$ cat config.mk
export PLATFORM = sky130hd
export DESIGN_NAME = led_matrix_shadow_driver
export DESIGN_NICKNAME = d
export VERILOG_FILES = /design/src/sv/lmsd_pkg.sv /design/src/sv/lmsd_ctrl.sv /design/src/sv/lmsd_dp.sv /design/src/sv/led_matrix_shadow_driver.sv
export SDC_FILE = /design/constraint.sdc
export NUM_CORES = 1
export LEC_CHECK = 0
export BUFFER_PORTS_ARGS = -buffer_cell sky130_fd_sc_hd__buf_2
export CORE_UTILIZATION = 29
export CTS_CLUSTER_SIZE = 10
export DETAILED_ROUTE_END_ITERATION = 12
export PLACE_DENSITY = 0.42
export SKIP_CTS_REPAIR_TIMING = 1
export SYNTH_ARGS = -nofsm -noshare
export SYNTH_HDL_FRONTEND = slang
export SYNTH_SLANG_ARGS = --single-unit
$ cat constraint.sdc
create_clock -name i_clk -period 2.45 [get_ports i_clk]
set_input_delay 0.49 -clock i_clk [delete_from_list [all_inputs] [get_ports i_clk]]
set_output_delay 0.49 -clock i_clk [all_outputs]
set_load 0.03 [all_outputs]
$ cat src/sv/lmsd_pkg.sv
`timescale 1ns / 1ps
`default_nettype none

package lmsd_pkg;

    localparam int NUM_CHIPS     = 4;
    localparam int ROWS_PER_CHIP = 8;
    localparam int SHADOW_DEPTH  = NUM_CHIPS * ROWS_PER_CHIP;

    // request codes as they arrive on the input channel
    typedef enum logic [1:0] {
        REQ_PIXEL = 2'd0,
        REQ_FILL  = 2'd1,
        REQ_INIT  = 2'd2,
        REQ_NONE  = 2'd3
    } t_req;

    // index of the final byte of a request, bytes counted from zero
    localparam logic [5:0] LAST_PIXEL = 6'd7;
    localparam logic [5:0] LAST_FILL  = 6'd63;
    localparam logic [5:0] LAST_INIT  = 6'd39;

    localparam logic [2:0] INIT_INTENSITY_FRAME = 3'd1;

    // controller to datapath
    typedef struct packed {
        logic       accept;   // input transfer this cycle
        logic       emit;     // load the output register
        logic       last;     // loaded byte is the final one of the request
        t_req       kind;     // request being emitted
        logic [5:0] cnt;      // byte index within the request
    } t_cmd;

    // datapath to controller
    typedef struct packed {
        logic out_free;       // output register can take a byte this cycle
    } t_sts;

    function automatic logic [5:0] last_index(input t_req kind);
        logic [5:0] idx;
        case (kind)
            REQ_PIXEL: idx = LAST_PIXEL;
            REQ_FILL:  idx = LAST_FILL;
            REQ_INIT:  idx = LAST_INIT;
            default:   idx = '0;
        endcase
        return idx;
    endfunction

    // register address of each set-up frame
    function automatic logic [7:0] init_addr(input logic [2:0] frame);
        logic [7:0] a;
        case (frame)
            3'd0:    a = 8'h09;
            3'd1:    a = 8'h0a;
            3'd2:    a = 8'h0b;
            3'd3:    a = 8'h0c;
            default: a = 8'h0f;
        endcase
        return a;
    endfunction

    // fixed data of each set-up frame (intensity frame is overridden)
    function automatic logic [7:0] init_val(input logic [2:0] frame);
        logic [7:0] v;
        case (frame)
            3'd0:    v = 8'h00;
            3'd1:    v = 8'h03;
            3'd2:    v = 8'h07;
            3'd3:    v = 8'h01;
            default: v = 8'h00;
        endcase
        return v;
    endfunction

endpackage

`default_nettype wire

$ cat src/sv/lmsd_ctrl.sv
`timescale 1ns / 1ps
`default_nettype none

module lmsd_ctrl (
    input  wire                 i_clk,
    input  wire                 i_rst_n,
    input  wire                 i_in_valid,
    input  wire [1:0]           i_req_type,
    output logic                o_in_ready,
    input  lmsd_pkg::t_sts      i_sts,
    output lmsd_pkg::t_cmd      o_cmd
);

    typedef enum logic {
        S_IDLE,
        S_EMIT
    } t_state;

    t_state            r_state, n_state;
    logic [5:0]        r_cnt, n_cnt;
    lmsd_pkg::t_req    r_kind, n_kind;
    logic              accept;
    logic              emit;
    logic              last;

    assign o_in_ready = (r_state == S_IDLE);
    assign accept     = i_in_valid && o_in_ready;
    assign emit       = (r_state == S_EMIT) && i_sts.out_free;
    assign last       = (r_cnt == lmsd_pkg::last_index(r_kind));

    always_comb begin
        n_state = r_state;
        n_cnt   = r_cnt;
        n_kind  = r_kind;
        case (r_state)
            S_IDLE: begin
                if (accept) begin
                    n_kind = lmsd_pkg::t_req'(i_req_type);
                    n_cnt  = '0;
                    // unused code: nothing to send
                    if (lmsd_pkg::t_req'(i_req_type) != lmsd_pkg::REQ_NONE) begin
                        n_state = S_EMIT;
                    end
                end
            end
            S_EMIT: begin
                if (emit) begin
                    if (last) begin
                        n_state = S_IDLE;
                    end else begin
                        n_cnt = r_cnt + 6'd1;
                    end
                end
            end
            default: n_state = S_IDLE;
        endcase
    end

    always_ff @(posedge i_clk) begin
        if (!i_rst_n) begin
            r_state <= S_IDLE;
            r_cnt   <= '0;
            r_kind  <= lmsd_pkg::REQ_NONE;
        end else begin
            r_state <= n_state;
            r_cnt   <= n_cnt;
            r_kind  <= n_kind;
        end
    end

    always_comb begin
        o_cmd.accept = accept;
        o_cmd.emit   = emit;
        o_cmd.last   = last;
        o_cmd.kind   = r_kind;
        o_cmd.cnt    = r_cnt;
    end

`ifndef SYNTH
    a_last_ends: assert property (@(posedge i_clk) disable iff (!i_rst_n)
        (emit && last) |=> (r_state == S_IDLE))
        else $error("controller did not return to idle after final byte");

    a_cnt_bound: assert property (@(posedge i_clk) disable iff (!i_rst_n)
        (r_state == S_EMIT) |-> (r_cnt <= lmsd_pkg::last_index(r_kind)))
        else $error("byte counter ran past end of request");

    a_cnt_step: assert property (@(posedge i_clk) disable iff (!i_rst_n)
        (emit && !last) |=> (r_cnt == $past(r_cnt) + 6'd1) && (r_state == S_EMIT))
        else $error("byte counter skipped or stalled on emit");
`endif

endmodule

`default_nettype wire

$ cat src/sv/lmsd_dp.sv
`timescale 1ns / 1ps
`default_nettype none

module lmsd_dp (
    input  wire                 i_clk,
    input  wire                 i_rst_n,
    input  wire                 i_cfg_wr_en,
    input  wire  [3:0]          i_cfg_wr_data,
    input  wire  [1:0]          i_req_type,
    input  wire  [3:0]          i_pos_x,
    input  wire  [3:0]          i_pos_y,
    input  wire                 i_light,
    input  lmsd_pkg::t_cmd      i_cmd,
    output lmsd_pkg::t_sts      o_sts,
    output logic                o_out_valid,
    input  wire                 i_out_ready,
    output logic [7:0]          o_spi_byte,
    output logic                o_frame_end,
    output logic                o_last
);

    logic [7:0] r_shadow [lmsd_pkg::SHADOW_DEPTH];
    logic [3:0] r_intensity;
    logic [2:0] r_row;
    logic       r_light;
    logic       r_out_valid;
    logic [7:0] r_byte;
    logic       r_fend;
    logic       r_last;

    logic [1:0] pix_chip;
    logic [4:0] pix_idx;
    logic [7:0] pix_mask;
    logic [2:0] frame;
    logic [1:0] chip;
    logic [7:0] addr_byte;
    logic [7:0] data_byte;
    logic [7:0] n_byte;

    // quadrant to chip: upper half is chips 0/1, lower half 2/3
    assign pix_chip = {~i_pos_y[3], i_pos_x[3]};
    assign pix_idx  = {pix_chip, i_pos_x[2:0]};
    assign pix_mask = 8'd1 << i_pos_y[2:0];

    assign frame = i_cmd.cnt[5:3];
    assign chip  = i_cmd.cnt[2:1];

    always_comb begin
        case (i_cmd.kind)
            lmsd_pkg::REQ_PIXEL: begin
                addr_byte = {5'd0, r_row} + 8'd1;
                data_byte = r_shadow[{chip, r_row}];
            end
            lmsd_pkg::REQ_FILL: begin
                addr_byte = {5'd0, frame} + 8'd1;
                data_byte = {8{r_light}};
            end
            lmsd_pkg::REQ_INIT: begin
                addr_byte = lmsd_pkg::init_addr(frame);
                data_byte = (frame == lmsd_pkg::INIT_INTENSITY_FRAME)
                          ? {4'd0, r_intensity} : lmsd_pkg::init_val(frame);
            end
            default: begin
                addr_byte = '0;
                data_byte = '0;
            end
        endcase
        // even bytes carry the address, odd bytes the data
        n_byte = i_cmd.cnt[0] ? data_byte : addr_byte;
    end

    // shadow store and request capture
    always_ff @(posedge i_clk) begin
        if (!i_rst_n) begin
            for (int i = 0; i < lmsd_pkg::SHADOW_DEPTH; i++) begin
                r_shadow[i] <= '0;
            end
        end else if (i_cmd.accept) begin
            case (lmsd_pkg::t_req'(i_req_type))
                lmsd_pkg::REQ_PIXEL: begin
                    if (i_light) begin
                        r_shadow[pix_idx] <= r_shadow[pix_idx] | pix_mask;
                    end else begin
                        r_shadow[pix_idx] <= r_shadow[pix_idx] & ~pix_mask;
                    end
                end
                lmsd_pkg::REQ_FILL: begin
                    for (int i = 0; i < lmsd_pkg::SHADOW_DEPTH; i++) begin
                        r_shadow[i] <= {8{i_light}};
                    end
                end
                default: ;
            endcase
        end
    end

    always_ff @(posedge i_clk) begin
        if (i_cmd.accept) begin
            r_row   <= i_pos_x[2:0];
            r_light <= i_light;
        end
    end

    always_ff @(posedge i_clk) begin
        if (!i_rst_n) begin
            r_intensity <= 4'd3;
        end else if (i_cfg_wr_en) begin
            r_intensity <= i_cfg_wr_data;
        end
    end

    // output register
    always_ff @(posedge i_clk) begin
        if (!i_rst_n) begin
            r_out_valid <= 1'b0;
        end else if (i_cmd.emit) begin
            r_out_valid <= 1'b1;
        end else if (i_out_ready) begin
            r_out_valid <= 1'b0;
        end
    end

    always_ff @(posedge i_clk) begin
        if (i_cmd.emit) begin
            r_byte <= n_byte;
            r_fend <= (i_cmd.cnt[2:0] == 3'd7);
            r_last <= i_cmd.last;
        end
    end

    assign o_sts.out_free = !r_out_valid || i_out_ready;
    assign o_out_valid    = r_out_valid;
    assign o_spi_byte     = r_byte;
    assign o_frame_end    = r_fend;
    assign o_last         = r_last;

endmodule

`default_nettype wire

$ cat src/sv/led_matrix_shadow_driver.sv
`timescale 1ns / 1ps
`default_nettype none

// channel   signals                                   transfer when
// -------   ---------------------------------------   ------------------------
// request   i_in_valid / o_in_ready, req/pos/light    i_in_valid & o_in_ready
// byte out  o_out_valid / i_out_ready, byte/flags     o_out_valid & i_out_ready
// config    i_cfg_wr_en / i_cfg_wr_data (intensity)   i_cfg_wr_en, no wait
//
// one request at a time: after a request transfer, one byte per cycle is loaded into
// the output register while the output is not stalled, until the request's last byte
// the byte counter of the controller and the single output register set this pace
// a stalled output holds its byte and freezes the counter until the consumer takes it
// synchronous active-low reset clears the shadow store, intensity goes to 3
// the next request is taken while the final byte still waits in the output register

module led_matrix_shadow_driver (
    input  wire        i_clk,
    input  wire        i_rst_n,
    // configuration
    input  wire        i_cfg_wr_en,
    input  wire  [3:0] i_cfg_wr_data,
    // request channel
    input  wire        i_in_valid,
    output logic       o_in_ready,
    input  wire  [1:0] i_req_type,
    input  wire  [3:0] i_pos_x,
    input  wire  [3:0] i_pos_y,
    input  wire        i_light,
    // byte channel
    output logic       o_out_valid,
    input  wire        i_out_ready,
    output logic [7:0] o_spi_byte,
    output logic       o_frame_end,
    output logic       o_last
);

    // command from controller: accept, emit, last flag, byte index and request kind
    lmsd_pkg::t_cmd cmd;
    // status back from the datapath: output register has room
    lmsd_pkg::t_sts sts;

    // sequencer: idle / emit, counts bytes of the current request
    lmsd_ctrl u_ctrl (
        .i_clk      (i_clk),
        .i_rst_n    (i_rst_n),
        .i_in_valid (i_in_valid),
        .i_req_type (i_req_type),
        .o_in_ready (o_in_ready),
        .i_sts      (sts),
        .o_cmd      (cmd)
    );

    // shadow rows, intensity register, byte builder and output register
    lmsd_dp u_dp (
        .i_clk         (i_clk),
        .i_rst_n       (i_rst_n),
        .i_cfg_wr_en   (i_cfg_wr_en),
        .i_cfg_wr_data (i_cfg_wr_data),
        .i_req_type    (i_req_type),
        .i_pos_x       (i_pos_x),
        .i_pos_y       (i_pos_y),
        .i_light       (i_light),
        .i_cmd         (cmd),
        .o_sts         (sts),
        .o_out_valid   (o_out_valid),
        .i_out_ready   (i_out_ready),
        .o_spi_byte    (o_spi_byte),
        .o_frame_end   (o_frame_end),
        .o_last        (o_last)
    );

endmodule

`default_nettype wire

==> results of run 1 <==
==> worst register-to-register path: cells and delay by family, from the launching register on <==
family                 cells  cell delay, ns
buffers and inverters      4            0.68
muxes                      1            0.56
AOI/OAI and AO/OA          3            0.49
DFF                        1            0.47
and+or+nand+nor            1            0.05
==> layout make-up <==
class                      instances  area [µm²]  share of cell area
tap                              688         861              0.0415
clock inverter                     7        56.3             0.00271
timing repair buffer             380        3430               0.165
multi-input combinational        880        7020               0.338
clock buffer                      47         963              0.0464
inverter                          11        41.3             0.00199
sequential                       284        8390               0.404
antenna                            1        2.50            0.000121
==> through the flow <==
step	utilization	worst slack, ns	area (µm²)
4_1_cts	0.384	-0.208	20400
5_1_grt	0.391	-0.0914	20800
2_1_floorplan	-	-0.0323	15800
3_3_place_gp	0.364	-0.682	19300
3_5_place_dp	0.364	-0.671	19300
6_report	0.391	-0.0553	20800
==> state kept, by name, summed over array words and instances (netlist names) <==
register / flops
u_dp.o_frame_end: 1
u_dp.r_intensity: 4
u_ctrl.r_kind: 2
u_dp.o_spi_byte: 8
u_dp.r_row: 3
u_ctrl.r_state: 1
u_dp.o_out_valid: 1
u_dp.r_light: 1
u_ctrl.r_cnt: 6
u_dp.o_last: 1
u_dp.r_shadow: 256
==> placed cells by master (no fill, tap or decap), drive strengths merged, types with 28 or more instances in the layout <==
cell type / synthesis / routed
buf: 61 / 379
a21oi: 28 / 28
edfxtp: 270 / 270
o21ai: 142 / 142
nor2: 134 / 134
mux4: 78 / 78
mux2i: 111 / 111
nand2: 121 / 121
a22oi: 33 / 33
clkbuf: 42 / 48
==> kinds of logic (layout without fill, tap and decap cells) <==
group	count (synthesis)	in the layout
AOI/OAI and AO/OA	301	301
xor gates and xnor gates	7	7
adders and majority gates	8	8
buffers and inverters	114	445
DFF	284	284
muxes	194	194
other	0	1
and+or+nand+nor	370	370
==> worst max path at each step <==
stage / depth (start not counted) / slack, ns / start / endpoint
global route: 9 / -0.09 / u_dp.r_row[0] / u_dp.o_spi_byte[2]
detailed placement: 11 / -0.67 / i_pos_x[1] / u_dp.r_shadow[9][7]
finish: 9 / -0.06 / u_dp.r_row[0] / u_dp.o_spi_byte[2]
global placement: 11 / -0.68 / i_pos_x[1] / u_dp.r_shadow[11][7]
CTS: 9 / -0.21 / u_dp.r_row[0] / u_dp.o_spi_byte[0]
floorplan: 9 / -0.03 / i_pos_x[1] / u_dp.r_shadow[11][7]
==> where the power goes <==
group / leakage [nW] / total (mW) / internal, mW / switching (mW)
Sequential: 2.91 / 5.88 / 5.66 / 0.216
Combinational: 4.63 / 2.62 / 1.14 / 1.49
Clock: 0.498 / 4.88 / 2.83 / 2.05
==> layer usage <==
| layer | vias up | wire length, µm |
|---|---|---|
| li1 | 5599 | - |
| met1 | 6539 | 27500 |
| met2 | 489 | 29400 |
| met3 | 126 | 4360 |
| met4 | 4 | 2580 |
| met5 | - | 22 |
==> run summary, run 1 <==
Drt total wl - 63.9 mm
Via count - 12,757
Fraction of layout cells with a size suffix above 1 - 0.351
Lkg Pwr - 8.03 nW
Slew headroom - 0.457
Detailed Place HPWL - 48.6 mm
Cell Pwr Density - 645 nW/µm²
Final Max Slew Viols - 0
Synth cell types - 68
Status - finished, violations left
Worst R2R Start - u_dp.r_row[0]
CTS max path bufs - 3
DIE AREA - 55,200 µm²
Post-Syn Area - 15,700 µm²
Worst path most repeated cell - buf_4
Sink Count - 284
Core area - 53,100 µm²
Filler instances - 5,100
Post-Synth Adder-Cell Area - 0.00636
Met3 Use GR - 0.0519
Fmax - 399 MHz
Drt pass-1 iters - 5
Yosys reg bits - 284
Worst EP required - 2.72 ns
IO buf count - 31
Average wire per standard cell - 27.8 µm
Via density - 5.55
Largest cells by area after synthesis - edfxtp_1 52%, mux4_2 11%, mux2i_1 7.1%, o21ai_0 4.3%, nor2_1 3.2%
Placement row count - 84
CTS tree - built
Failing checks - setup timing
Post-Syn Instances - 1,278
PnR Total Power - 13.4 mW
GPL Wtd Cong - 0.977
Setup TNS - -0.122 ns
R2R Path End - u_dp.o_spi_byte[2]
Clock Skews - 0.0222 ns
Die Wd - 235 µm
Placed cells - 2,232
Synth Area in Compound Gates - 0.123
Syn_nets - 1,306
Largest family of logic cells by synthesized area - multiplexers
Die Ht - 235 µm
Tmin final - 2.51 ns
Yosys top cell by area - edfxtp_1
Final hold vios - 0
Vias in the first global route - 12,616
EDFF count, synth - 270
Peak supply drop - 0.380 mV
Asr flop ratio synth - 0
Most repeated cell in the gate-level netlist after synthesis - edfxtp_1
Post-Layout Cell Count - 2,298
Hold depth - 3
Largest stage delay, worst path - 0.56 ns
Synth top area share - 0.516
Register-to-Register Path Depth - 9
Final setup viols - 3
FF-to-FF setup slack - -0.06 ns
GR peak layer - met2
CTS Buf Count - 36
Min-Delay Endpoint - u_dp.r_intensity[1]
Max-Cap Viols - 0
Final period util - 1.02
Crit path DAT - 2.78 ns
Hold path startpoint - i_cfg_wr_data[1]
Largest net degree at the start of global routing - 36
Hold Path Class - in2reg
CP max stage cell - mux4_2
Worst path bufs/invs - 4
Crit path cell chain - buf_12 -> buf_4 -> mux4_2 -> o22ai_2 -> buf_4 -> nor3_1 -> o221ai_1 -> buf_4 -> o311ai_2
Fin Hold WS - 0.173 ns
Peak fanout along the critical path - 7
Sequential area share after synthesis - 0.533
Initial Utilization - 0.296
Syn. warnings - 0
Initial antenna violation count - 3
Top delay family on crit path - buffers and inverters
Worst slew pin tran - 0.814 ns
XOR/XNOR share of the synthesized area - 0.00390
Critical path endpoint category - flip-flop
H-tree depth - 2
Met2 usage - 0.370
Proportion of synthesized area in mux cells - 0.186
Total GRT Usage - 0.230
Syn-to-layout area delta - 32.0%
Unrepaired setup endpoints after global routing - yes
Drt first-iter violations - 1,142
Kind of critical path - reg2reg
Average size of a mapped cell - 12.3 µm²
Met1 usage - 0.302
Nets - 1,621
Post-DRT Antenna Nets - 0
I/O pin cnt - 32
Worst-skew pair later-pin latency - 0.55 ns
Post-synth top flop - edfxtp_1
Final setup margin - -0.0553 ns
Clock Pin Slew Worst Setup and Hold Paths - 0.05 ns
Residual DRC count - 0
GRT overflow - 0
CTS root buffer - clkbuf_16
Crit path launch type - flip-flop
Synth Area in Simple Gates - 0.107
First-pass GRT wire length - 91.1 mm
Commonest cells in the synthesized netlist - 270 x edfxtp_1, 136 x o21ai_0, 133 x nor2_1
Power figures use the tool's default switching activity.
==> inputs of run 2 (changes only) <==
Settings changed: CTS_BUF_LIST set to sky130_fd_sc_hd__clkbuf_4.
==> run summary, run 2 (synthesized netlist as in run 1, its figures left out) <==
I/O pin cnt - 32
Crit path DAT - 3.04 ns
Register-to-Register Path Depth - 9
Largest Register - u_dp.r_shadow
Failing checks - hold timing, setup timing
CTS tree - built
First-pass GRT wire length - 91.9 mm
Status - finished, violations left
Clock Skews - 0.0766 ns
Fraction of layout cells with a size suffix above 1 - 0.380
DIE AREA - 55,200 µm²
Worst path bufs/invs - 4
CTS max path bufs - 3
Hold Path Class - in2reg
Initial Utilization - 0.296
Initial antenna violation count - 2
Core area - 53,100 µm²
Vias in the first global route - 13,034
Crit path launch type - flip-flop
Fin Hold WS - -0.0129 ns
Commonest non-fill, non-tap cell in the layout - buf_4
Switching share of power - 0.300
Placement row count - 84
Tmin final - 2.45 ns
Drt first-iter violations - 1,296
Peak fanout along the critical path - 6
IO buf count - 31
Worst slew pin tran - 0.825 ns
FF-to-FF setup slack - -0.001 ns
Cell area after placement - 19,300 µm²
Fmax - 408 MHz
CP max stage cell - mux4_2
Clock Pin Slew Worst Setup and Hold Paths - 0.06 ns
Worst slack, placed - -0.671 ns
Placed cells - 2,232
CTS root buffer - clkbuf_4
Post-Layout Cell Count - 2,401
Drt pass-1 iters - 5
Unrepaired setup endpoints after global routing - yes
GPL Wtd Cong - 0.977
Final hold vios - 1
Kind of critical path - reg2reg
Max-Cap Viols - 0
Most frequent cells in the layout - 293 x buf_4, 270 x edfxtp_1, 132 x nor2_1, 128 x o21ai_0, 119 x nand2_1
Critical path endpoint category - flip-flop
Final instance area - 20,900 µm²
Worst-skew pair later-pin latency - 0.86 ns
Via count - 13,102
Min-Delay Endpoint - u_dp.o_out_valid
Total GRT Usage - 0.233
Worst path most repeated cell - buf_4
GRT overflow - 0
Average wire per standard cell - 27.0 µm
Largest net degree at the start of global routing - 36
Detailed Place HPWL - 48.6 mm
Sw power - 3.88 mW
Sink Count - 284
Via density - 5.46
Worst EP required - 3.04 ns
Drt total wl - 64.7 mm
Comb power frac - 0.208
Final setup viols - 1
Nets - 1,681
Final Max Slew Viols - 0
Max reg flops - 256
Syn-to-layout area delta - 32.9%
Top delay family on crit path - buffers and inverters
H-tree depth - 3
Clock share of power - 0.337
Post-DRT Antenna Nets - 0
Crit path cell chain - buf_12 -> buf_6 -> mux4_2 -> a22oi_2 -> buf_4 -> o21ai_2 -> o221ai_2 -> buf_4 -> o311ai_4
Worst R2R Start - u_dp.r_row[0]
Hold depth - 3
CTS Buf Count - 83
Lkg Pwr - 8.21 nW
R2R Path End - u_dp.o_spi_byte[0]
Final setup margin - -0.00114 ns
Die Ht - 235 µm
Largest stage delay, worst path - 0.55 ns
Final period util - 1.00
Slew headroom - 0.450
Die Wd - 235 µm
Sequential power share - 0.455
Residual DRC count - 0
Peak supply drop - 0.266 mV
Cell Pwr Density - 619 nW/µm²
Hold path startpoint - i_out_ready
Pint - 9.05 mW
## run 2: layout make-up
class                           count  area, µm²
Multi-Input combinational cell    880       7010
Sequential cell                   284       8390
Inverter                           11       41.3
Clock buffer                      118        886
Tap cell                          688        861
Timing Repair Buffer              393       3600
Antenna cell                        1       2.50
Fill cell                        5161      32200
Clock inverter                     26        106
## run 2: power groups by stage
stage               Sequential, mW  Combinational (mW)  Clock, mW
floorplan                     5.87                1.19          0
global placement              5.97                2.51          0
detailed placement            5.97                2.52          0
CTS                           5.87                2.53       4.50
global route                  5.90                2.80       4.73
finish                        5.88                2.69       4.36
## run 2: worst max-delay path by stage
stage	start	to	slack [ns]	depth (start not counted)
floorplan	i_pos_x[1]	u_dp.r_shadow[11][7]	-0.03	9
global placement	i_pos_x[1]	u_dp.r_shadow[11][7]	-0.68	11
detailed placement	i_pos_x[1]	u_dp.r_shadow[9][7]	-0.67	11
CTS	u_dp.r_row[0]	u_dp.o_spi_byte[0]	-0.19	9
global route	u_dp.r_row[0]	u_dp.o_spi_byte[2]	-0.03	9
finish	u_dp.r_row[0]	u_dp.o_spi_byte[0]	-0.001	9
## run 2: per-stage QoR
| step | total power [mW] | utilization | TNS [ns] |
|---|---|---|---|
| 6_report | 12.9 | 0.394 | -0.00114 |
| 3_3_place_gp | 8.48 | 0.364 | -146.71 |
| 5_1_grt | 13.4 | 0.394 | -0.0631 |
| 2_1_floorplan | 7.06 | - | -0.524 |
| 4_1_cts | 12.9 | 0.383 | -3.36 |
| 3_5_place_dp | 8.48 | 0.364 | -142.40 |
## run 2: metal layers
layer | wire (µm) | global-route usage | vias to the layer above
met5 | 27 | 0 | -
met2 | 30100 | 0.375 | 518
met3 | 4270 | 0.0508 | 123
met4 | 2210 | 0.0949 | 4
met1 | 28100 | 0.303 | 6663
li1 | - | - | 5794
## run 2: worst reg2reg max path, delay by kind of cell, from the launching register on
family | cells | cell delay (ns)
buf+inv | 4 | 0.65
mux | 1 | 0.55
compound gates | 4 | 0.55
flops | 1 | 0.47
==> inputs of run 3 (changes only) <==
Settings changed: CTS_BUF_LIST sky130_fd_sc_hd__clkbuf_4 to sky130_fd_sc_hd__clkbuf_8 sky130_fd_sc_hd__clkbuf_16.
==> run summary, run 3 (synthesized netlist as in run 1, its figures left out) <==
Final period util - 1.03
IO buf count - 31
Crit path DAT - 2.79 ns
Worst path most repeated cell - buf_4
First-pass GRT wire length - 91.1 mm
Final setup margin - -0.0679 ns
Max-Cap Viols - 0
Drt pass-1 iters - 7
Critical path endpoint category - flip-flop
Cell Pwr Density - 643 nW/µm²
Peak fanout along the critical path - 7
Crit path cell chain - buf_12 -> buf_4 -> mux4_2 -> o22ai_2 -> buf_4 -> nor3_1 -> o221ai_1 -> buf_4 -> o311ai_2
Worst-skew pair later-pin latency - 0.56 ns
Commonest non-fill, non-tap cell in the layout - buf_4
Largest stage delay, worst path - 0.56 ns
Final Max Slew Viols - 0
Hold Path Class - in2reg
Initial antenna violation count - 3
Total GRT Usage - 0.230
Nets - 1,621
Final hold vios - 0
Core area - 53,100 µm²
Cell area after placement - 19,300 µm²
CTS max path bufs - 3
Sink Count - 284
Post-DRT Antenna Nets - 0
Detailed Place HPWL - 48.6 mm
Largest Register - u_dp.r_shadow
Crit path launch type - flip-flop
Kind of critical path - reg2reg
Lkg Pwr - 8.08 nW
Most frequent cells in the layout - 291 x buf_4, 270 x edfxtp_1, 130 x nor2_1, 128 x o21ai_0, 120 x nand2_1
Vias in the first global route - 12,618
CTS tree - built
Average wire per standard cell - 27.8 µm
Via count - 12,754
Max reg flops - 256
Residual DRC count - 0
H-tree depth - 2
Failing checks - setup timing
Final instance area - 20,800 µm²
Fraction of layout cells with a size suffix above 1 - 0.351
Placement row count - 84
CP max stage cell - mux4_2
Largest net degree at the start of global routing - 36
Via density - 5.55
Worst slack, placed - -0.671 ns
Worst slew pin tran - 0.816 ns
Final setup viols - 4
Peak supply drop - 0.380 mV
Slew headroom - 0.456
GRT overflow - 0
Clock Skews - 0.0229 ns
Drt first-iter violations - 1,024
Die Ht - 235 µm
Status - finished, violations left
Unrepaired setup endpoints after global routing - yes
DIE AREA - 55,200 µm²
Die Wd - 235 µm
Fmax - 397 MHz
CTS root buffer - clkbuf_16
Clock Pin Slew Worst Setup and Hold Paths - 0.05 ns
Syn-to-layout area delta - 32.0%
CTS Buf Count - 36
Tmin final - 2.52 ns
GPL Wtd Cong - 0.977
Initial Utilization - 0.296
Worst EP required - 2.72 ns
Drt total wl - 63.9 mm
I/O pin cnt - 32
Setup TNS - -0.172 ns
-- run 3: worst paths after layout --
| path | cells past startpoint | startpoint | endpoint | slack, ns |
|---|---|---|---|---|
| hold reg to reg | 2 | u_dp.r_intensity[1] | u_dp.r_intensity[1] | 0.49 |
| setup / recovery | 9 | u_dp.r_row[0] | u_dp.o_spi_byte[2] | -0.07 |
| hold / removal | 3 | i_cfg_wr_data[1] | u_dp.r_intensity[1] | 0.17 |
| setup reg to reg | 9 | u_dp.r_row[0] | u_dp.o_spi_byte[2] | -0.07 |
-- run 3: area by class of cell --
class                      instances  area (µm²)
timing repair buffer             380        3430
tap                              688         861
sequential                       284        8390
clock buffer                      37         926
fill                            5100       32300
multi-input combinational        880        7020
clock inverter                    17        93.8
inverter                          11        41.3
antenna                            1        2.50
-- run 3: worst max-delay path, delay by kind of cell, from the launching register on --
family                 cells  cell delay [ns]
buffers and inverters      4             0.67
multiplexers               1             0.56
AO/OA/AOI/OAI              3             0.50
flip-flops                 1             0.46
AND/OR/NAND/NOR            1             0.05
-- run 3: where the power goes --
group          total (mW)  internal [mW]  leakage, nW  switching [mW]
registers            5.88           5.66         2.91           0.215
clock network        4.84           2.79        0.540            2.05
logic                2.62           1.14         4.63            1.48
total                13.3           9.59         8.08            3.75
-- run 3: per-layer routing --
| layer | global-route usage | wire [µm] | part of all wire | up-vias |
|---|---|---|---|---|
| met5 | 0 | 22 | 0.00034 | - |
| met4 | 0.0841 | 2540 | 0.040 | 4 |
| met3 | 0.0519 | 4510 | 0.071 | 116 |
| met2 | 0.370 | 29400 | 0.46 | 506 |
| met1 | 0.302 | 27400 | 0.43 | 6520 |
| li1 | - | - | - | 5608 |
-- run 3: metrics by stage --
step	util	std cells	hold slack [ns]	power (mW)
2_1_floorplan	-	1278	0.442	7.06
3_3_place_gp	0.364	2232	0.470	8.48
3_5_place_dp	0.364	2232	0.483	8.48
4_1_cts	0.384	2286	0.148	13.3
5_1_grt	0.391	2297	0.163	13.8
6_report	0.391	2298	0.172	13.3
